<file path="src/rtl/ils_pkg.sv">
package ils_pkg;

	// store geometry
	localparam int CAPACITY      = 256;
	localparam int ELEMENT_WIDTH = 32;
	localparam int ADDR_W        = $clog2(CAPACITY);
	localparam int CNT_W         = $clog2(CAPACITY + 1);
	localparam int PTR_W         = $clog2(CAPACITY + 2);

	// request / result field widths
	localparam int OP_W     = 3;
	localparam int INDEX_W  = 8;
	localparam int VALUE_W  = 32;
	localparam int STATUS_W = 2;
	localparam int RDATA_W  = 32;
	localparam int COUNT_W  = 9;

	typedef enum logic [OP_W-1:0] {
		OP_APPEND    = 3'd0,
		OP_OVERWRITE = 3'd1,
		OP_READ      = 3'd2,
		OP_DELETE    = 3'd3,
		OP_SWAP_DEL  = 3'd4,
		OP_SEARCH    = 3'd5
	} op_t;

	typedef enum logic [STATUS_W-1:0] {
		ST_DONE  = 2'd0,
		ST_RANGE = 2'd1,
		ST_FULL  = 2'd2
	} status_t;

	typedef enum logic [2:0] {
		PTR_HOLD = 3'd0,
		PTR_IDX  = 3'd1,
		PTR_IDX1 = 3'd2,
		PTR_ZERO = 3'd3,
		PTR_LAST = 3'd4,
		PTR_INC  = 3'd5
	} ptr_op_t;

	typedef enum logic [1:0] {
		WA_CNT  = 2'd0,
		WA_IDX  = 2'd1,
		WA_PREV = 2'd2
	} wsel_t;

	typedef enum logic {
		WD_VAL = 1'b0,
		WD_RD  = 1'b1
	} dsel_t;

	typedef enum logic [1:0] {
		CNT_HOLD = 2'd0,
		CNT_INC  = 2'd1,
		CNT_DEC  = 2'd2
	} cnt_op_t;

	typedef enum logic [2:0] {
		C_NONE   = 3'd0,
		C_FULL   = 3'd1,
		C_OUTR   = 3'd2,
		C_PTR_GE = 3'd3,
		C_PTR_LT = 3'd4
	} cond_t;

	// microprogram addresses
	localparam int PC_W     = 5;
	localparam int PROG_LEN = 23;

	localparam logic [PC_W-1:0] L_A0    = PC_W'(0);
	localparam logic [PC_W-1:0] L_A1    = PC_W'(1);
	localparam logic [PC_W-1:0] L_O0    = PC_W'(2);
	localparam logic [PC_W-1:0] L_O1    = PC_W'(3);
	localparam logic [PC_W-1:0] L_R0    = PC_W'(4);
	localparam logic [PC_W-1:0] L_R1    = PC_W'(5);
	localparam logic [PC_W-1:0] L_R2    = PC_W'(6);
	localparam logic [PC_W-1:0] L_D0    = PC_W'(7);
	localparam logic [PC_W-1:0] L_D1    = PC_W'(8);
	localparam logic [PC_W-1:0] L_D2    = PC_W'(9);
	localparam logic [PC_W-1:0] L_D3    = PC_W'(10);
	localparam logic [PC_W-1:0] L_DFIN  = PC_W'(11);
	localparam logic [PC_W-1:0] L_W0    = PC_W'(12);
	localparam logic [PC_W-1:0] L_W1    = PC_W'(13);
	localparam logic [PC_W-1:0] L_W2    = PC_W'(14);
	localparam logic [PC_W-1:0] L_Q0    = PC_W'(15);
	localparam logic [PC_W-1:0] L_Q1    = PC_W'(16);
	localparam logic [PC_W-1:0] L_Q2    = PC_W'(17);
	localparam logic [PC_W-1:0] L_Q3    = PC_W'(18);
	localparam logic [PC_W-1:0] L_QFIN  = PC_W'(19);
	localparam logic [PC_W-1:0] L_FULLS = PC_W'(20);
	localparam logic [PC_W-1:0] L_ERR   = PC_W'(21);
	localparam logic [PC_W-1:0] L_NOP   = PC_W'(22);

	typedef struct packed {
		ptr_op_t         ptr_op;
		logic            rd;
		logic            wr;
		wsel_t           wsel;
		dsel_t           dsel;
		cnt_op_t         cnt_op;
		logic            cmp;
		logic            rdata_en;
		logic            done;
		status_t         status;
		cond_t           cond;
		logic [PC_W-1:0] target;
	} cw_t;

	typedef struct packed {
		logic out_range;
		logic full;
		logic ptr_ge;
	} flags_t;

	localparam cw_t CW_NOP = '{
		ptr_op:   PTR_HOLD,
		rd:       1'b0,
		wr:       1'b0,
		wsel:     WA_CNT,
		dsel:     WD_VAL,
		cnt_op:   CNT_HOLD,
		cmp:      1'b0,
		rdata_en: 1'b0,
		done:     1'b0,
		status:   ST_DONE,
		cond:     C_NONE,
		target:   L_A0
	};

	function automatic logic [PC_W-1:0] entry_pc(input logic [OP_W-1:0] op);
		logic [PC_W-1:0] pc;
		case (op)
			OP_APPEND:    pc = L_A0;
			OP_OVERWRITE: pc = L_O0;
			OP_READ:      pc = L_R0;
			OP_DELETE:    pc = L_D0;
			OP_SWAP_DEL:  pc = L_W0;
			OP_SEARCH:    pc = L_Q0;
			default:      pc = L_NOP;
		endcase
		return pc;
	endfunction

	// control store
	function automatic cw_t prog_rom(input logic [PC_W-1:0] pc);
		cw_t w;
		w = CW_NOP;
		case (pc)
			L_A0: begin
				w.cond = C_FULL; w.target = L_FULLS;
			end
			L_A1: begin
				w.wr = 1'b1; w.wsel = WA_CNT; w.dsel = WD_VAL;
				w.cnt_op = CNT_INC; w.done = 1'b1;
			end
			L_O0: begin
				w.cond = C_OUTR; w.target = L_ERR;
			end
			L_O1: begin
				w.wr = 1'b1; w.wsel = WA_IDX; w.dsel = WD_VAL; w.done = 1'b1;
			end
			L_R0: begin
				w.ptr_op = PTR_IDX; w.cond = C_OUTR; w.target = L_ERR;
			end
			L_R1: begin
				w.rd = 1'b1;
			end
			L_R2: begin
				w.rdata_en = 1'b1; w.done = 1'b1;
			end
			L_D0: begin
				w.ptr_op = PTR_IDX1; w.cond = C_OUTR; w.target = L_ERR;
			end
			L_D1: begin
				w.cond = C_PTR_GE; w.target = L_DFIN;
			end
			L_D2: begin
				w.rd = 1'b1; w.ptr_op = PTR_INC;
			end
			L_D3: begin
				w.wr = 1'b1; w.wsel = WA_PREV; w.dsel = WD_RD;
				w.rd = 1'b1; w.ptr_op = PTR_INC;
				w.cond = C_PTR_LT; w.target = L_D3;
			end
			L_DFIN: begin
				w.cnt_op = CNT_DEC; w.done = 1'b1;
			end
			L_W0: begin
				w.ptr_op = PTR_LAST; w.cond = C_OUTR; w.target = L_ERR;
			end
			L_W1: begin
				w.rd = 1'b1;
			end
			L_W2: begin
				w.wr = 1'b1; w.wsel = WA_IDX; w.dsel = WD_RD;
				w.cnt_op = CNT_DEC; w.done = 1'b1;
			end
			L_Q0: begin
				w.ptr_op = PTR_ZERO;
			end
			L_Q1: begin
				w.cond = C_PTR_GE; w.target = L_QFIN;
			end
			L_Q2: begin
				w.rd = 1'b1; w.ptr_op = PTR_INC;
			end
			L_Q3: begin
				w.cmp = 1'b1; w.rd = 1'b1; w.ptr_op = PTR_INC;
				w.cond = C_PTR_LT; w.target = L_Q3;
			end
			L_QFIN: begin
				w.done = 1'b1;
			end
			L_FULLS: begin
				w.status = ST_FULL; w.done = 1'b1;
			end
			L_ERR: begin
				w.status = ST_RANGE; w.done = 1'b1;
			end
			default: begin
				w.done = 1'b1;
			end
		endcase
		return w;
	endfunction

endpackage

</file>
<file path="src/rtl/ils_sequencer.sv">
module ils_sequencer (
	input  logic                      clk,
	input  logic                      arst_n,
	input  logic                      start,
	input  logic [ils_pkg::OP_W-1:0]  operation,
	input  ils_pkg::flags_t           flags,
	output ils_pkg::cw_t              ctrl,
	output logic                      busy
);
	import ils_pkg::*;

	logic            busy_q;
	logic [PC_W-1:0] pc_q;
	cw_t             word;
	logic            take;

	assign word = prog_rom(pc_q);
	assign ctrl = busy_q ? word : CW_NOP;
	assign busy = busy_q;

	always_comb begin
		case (word.cond)
			C_FULL:   take = flags.full;
			C_OUTR:   take = flags.out_range;
			C_PTR_GE: take = flags.ptr_ge;
			C_PTR_LT: take = !flags.ptr_ge;
			default:  take = 1'b0;
		endcase
	end

	always_ff @(posedge clk or negedge arst_n) begin
		if (!arst_n) begin
			busy_q <= 1'b0;
			pc_q   <= L_A0;
		end else if (!busy_q) begin
			if (start) begin
				busy_q <= 1'b1;
				pc_q   <= entry_pc(operation);
			end
		end else if (word.done) begin
			busy_q <= 1'b0;
		end else if (take) begin
			pc_q <= word.target;
		end else begin
			pc_q <= pc_q + 1'b1;
		end
	end

	// idle only after a step that delivers the result
	a_end_on_done: assert property (@(posedge clk) disable iff (!arst_n)
		$fell(busy_q) |-> $past(ctrl.done))
		else $error("sequencer left busy without a done step");

	a_start_busy: assert property (@(posedge clk) disable iff (!arst_n)
		(start && !busy_q) |=> busy_q)
		else $error("accepted request did not start the program");

	a_pc_range: assert property (@(posedge clk) disable iff (!arst_n)
		busy_q |-> (pc_q < PC_W'(PROG_LEN)))
		else $error("step counter outside the control store");

endmodule

</file>
<file path="config.mk">
export PLATFORM = sky130hd
export DESIGN_NAME = ils_sequencer
export DESIGN_NICKNAME = d
export VERILOG_FILES = /design/src/rtl/ils_pkg.sv /design/src/rtl/ils_sequencer.sv
export SDC_FILE = /design/constraint.sdc
export NUM_CORES = 1
export LEC_CHECK = 0
export ABC_AREA = 0
export BUFFER_PORTS_ARGS = -buffer_cell sky130_fd_sc_hd__buf_2
export CAP_MARGIN = 20
export CORE_AREA = 5 5 55 57
export CTS_BUF_LIST = sky130_fd_sc_hd__clkbuf_2 sky130_fd_sc_hd__clkbuf_4 sky130_fd_sc_hd__clkbuf_8
export DETAILED_ROUTE_END_ITERATION = 16
export DIE_AREA = 0 0 60 62
export GPL_TIMING_DRIVEN = 1
export PLACE_DENSITY = 0.69
export RECOVER_POWER = 25
export REMOVE_ABC_BUFFERS = 1
export SYNTH_ARGS = -nofsm -noshare
export SYNTH_HDL_FRONTEND = slang
export SYNTH_SLANG_ARGS = --single-unit
</file>
<file path="constraint.sdc">
create_clock -name clk -period 2.5 [get_ports clk]
set_input_delay 0.375 -clock clk [delete_from_list [all_inputs] [get_ports clk]]
set_output_delay 0.375 -clock clk [all_outputs]
set_load 0.02 [all_outputs]
</file>
==> metrics.csv <==
stage,metric,value,unit
sta,worst setup margin,0.0168,ns
worst_setup_path,max incr delay on CP,0.57,ns
sta,Rel. slew slack,0.600,
worst_setup_path,WP buf/inv,2,
floorplanning,die extent in y,62,um
worst_hold_path,hold_sp,start,
cells_and_area,fin util,0.543,
worst_setup_path,Worst EP required,2.12,ns
synth,post-synth top area cell,dfrtp_1,
floorplanning,Core ar.,0.00243,sq mm
sta,Slew Limit Fails,0,
floorplanning,DIE WIDTH,60,um
placement,Post-DP Area,0.00122,sq mm
synth,synthesized area per cell,7.03,sq um
worst_setup_path,CP most frequent cell,ha_2,
worst_hold_path,worst hold path type,in -> reg,
grt,GRT Resource Usage Total,0.162,
clocking,cts bufs inserted,3,
placement,Place WS,0.0502,ns
sta,Max Clk Rate,403,MHz
pwr,maximum vdd drop,921,uV
worst_setup_path,crit-path max FO,3,
cells_and_area,fin area,0.00132,sq mm
clocking,clock slew at reported path FFs,0.05,ns
cells_and_area,share of cells above drive strength 1,0.364,
routing,DR WL/cell,14.3,um
grt,gr ovfl total,0,
synth,ys async rst share,1.00,
routing,DRC Markers,0,
synth,Yosys top cell area share,0.152,
worst_hold_path,worst hold endpoint,busy,
pwr,PD cells,1550,mW/mm^2
worst_setup_path,CP cell instances,ha_2 > nand2_2 > nor2_2 > ha_2 > o21bai_4 > or4_4 > inv_4 > buf_6,
pwr,Pleak,0.633,nW
floorplanning,io pins,33,
floorplanning,Starting Density,0.405,
routing,Routed Wire Length,3060,um
worst_setup_path,crit path kind,reg -> out,
clocking,Clock Latency Late Sink,0.24,ns
cells_and_area,Final #Nets,200,
routing,post-DR vias/cell,5.60,
floorplanning,full die area,0.00372,sq mm
worst_setup_path,R2R Path Start,pc_q[1],
sta,Final period util,0.993,
worst_hold_path,hold path cells,2,
synth,post-synthesis cell type count,45,
placement,number of port buffers,32,
sta,Final Hold Vio Count,0,
clocking,CTS H-tree lvls,1,
clocking,root buf cell,clkbuf_4,
worst_setup_path,Reg2Reg Depth,10,
synth,number of enable flip-flop cells after synthesis,0,
clocking,CTS tree,built,
grt,initial antenna violation count,0,
routing,Via Count,1199,
worst_setup_path,Startpoint Class,flip-flop,
routing,Antenna Nets Post-Route,0,
clocking,CTS sink cnt,6,
worst_setup_path,reg2reg end,pc_q[3],
synth,Most used DFF post-synth,dfrtp_1,
routing,DRT iter0 DRCs,45,
worst_setup_path,R2R Setup Slk,0.10,ns
synth,"Seq/Total Area, Yosys",0.152,
placement,hpwl dp,2380,um
worst_setup_path,CP Capture Type,output port,
routing,detailed-router iteration count before antenna repair,4,
sta,Slew @ Worst Pin,0.600,ns
worst_setup_path,CP top delay family,simple AND/OR/NAND/NOR gates,
synth,Cells after Synth,140,
placement,gpl congestion,0.910,
floorplanning,row count,18,
cells_and_area,n_diodes,0,
synth,yosys warns,0,
worst_setup_path,CP Data Arrival Time,2.11,ns
sta,RSZ-0062 raised after global routing,true,
sta,Tmin final,2.48,ns
sta,Finish-stage setup viols,0,
synth,Synth area leaders,"dfrtp_1 15%, nand2_1 6.5%, nor2_1 6.5%",
job,max cap viols,0,
clocking,clk buf depth,2,
grt,first-pass GRT wire length,4700,um
synth,Mapped Area,985,sq um
run_status,status,"finished, final reports clean",
worst_setup_path,slowest CP cell,or4_4,
cells_and_area,Area Overhead vs Synth,34.2,%
grt,largest net degree at the start of global routing,17,
grt,number of global-route vias before repair,1069,
worst_setup_path,WP depth,8,
sta,clock skew,0.00501,ns
synth,Seq cells post-synth,6,
## through the flow
stage | hold WS, ns | setup TNS (ns) | std cells | total power, mW
after floorplan | 0.0794 | 0 | 131 | 1.28
after global placement | 0.211 | 0 | 205 | 1.76
after detailed placement | 0.211 | 0 | 205 | 1.78
after CTS | 0.480 | 0 | 212 | 1.95
after global routing | 0.519 | -0.0765 | 214 | 2.21
final | 0.513 | 0 | 214 | 2.05
## how the worst max path moves through the flow
stage,start,end,slack (ns)
floorplan,pc_q[0],pc_q[2],0.17
global placement,pc_q[0],ctrl[10],0.12
detailed placement,pc_q[0],ctrl[10],0.05
CTS,pc_q[0],ctrl[10],0.005
global route,pc_q[1],ctrl[10],-0.05
finish,pc_q[1],ctrl[10],0.02
## cells by family after synthesis
family                     count (synthesis)  share of synthesized area
and+or+nand+nor                           70                      0.358
AOI/OAI and AO/OA                         36                      0.273
buffers and inverters                     16                     0.0839
DFF                                        6                      0.152
adders and majority gates                  5                     0.0635
muxes                                      4                     0.0419
xor gates and xnor gates                   3                     0.0267
## cell type report
cell class	instances	area (sq um)
clock buffers	3	22.5
fillers	242	1110
inverters	7	28.8
multi-input cells	118	782
flip-flops and latches	6	151
well taps	30	37.5
repair buffers	50	299
## sequential cells by signal, summed over array words and instances (netlist names)
register	flops
pc_q	5
busy	1
## routing by layer
metal  wire [um]  vias up  global-route usage
met5           0        -                   0
met4          16        0              0.0222
met3         259        2              0.0186
met2        1510       59               0.289
met1        1280      546               0.215
li1            -      592                   -
## power by group
part	total, mW	internal [mW]	switching, mW
clock network	0.0900	0.0544	0.0356
logic	1.72	0.735	0.986
registers	0.235	0.156	0.0794
## repair_timing
item / in CTS / in global routing
buffers inserted: 3 / 2
pin swaps: 1 / 4
endpoints found under the setup margin: 1 / 10
resized for setup: 5 / 9
hold endpoints to repair: 6 / 0
hold buffers: 1 / 0
## cells in the mapped netlist (2+ instances only)
master,count
a31oi_1,4
o21ai_0,6
dfrtp_1,6
xnor2_1,2
nor2b_1,6
inv_1,7
nand2_1,17
nand2b_1,4
and2_1,3
a221oi_1,2
mux2i_1,3
clkbuf_1,3
a21oi_1,4
nand3_1,6
nor3b_1,2
a21boi_1,2
nor3_1,7
buf_6,2
or2_2,3
nor2_1,17
o21a_1,4
ha_1,5
buf_2,3
## cell usage in the layout (no fill, tap or decap), types with 2 or more instances in the layout
| master | instances |
|---|---|
| o21a_1 | 3 |
| nand2b_1 | 4 |
| or2_2 | 3 |
| o21ai_0 | 6 |
| a21boi_1 | 2 |
| o21bai_4 | 2 |
| buf_4 | 16 |
| nand2_1 | 16 |
| a21oi_1 | 4 |
| buf_2 | 30 |
| xnor2_1 | 2 |
| mux2i_1 | 3 |
| nor2b_1 | 6 |
| ha_2 | 4 |
| dfrtp_1 | 5 |
| nor2_1 | 16 |
| inv_1 | 6 |
| nor3b_1 | 2 |
| nor3_1 | 7 |
| clkbuf_4 | 3 |
| and2_1 | 3 |
| a31oi_1 | 4 |
| nand3_1 | 6 |
| clkbuf_1 | 2 |
(Power assumes the default switching activity.)
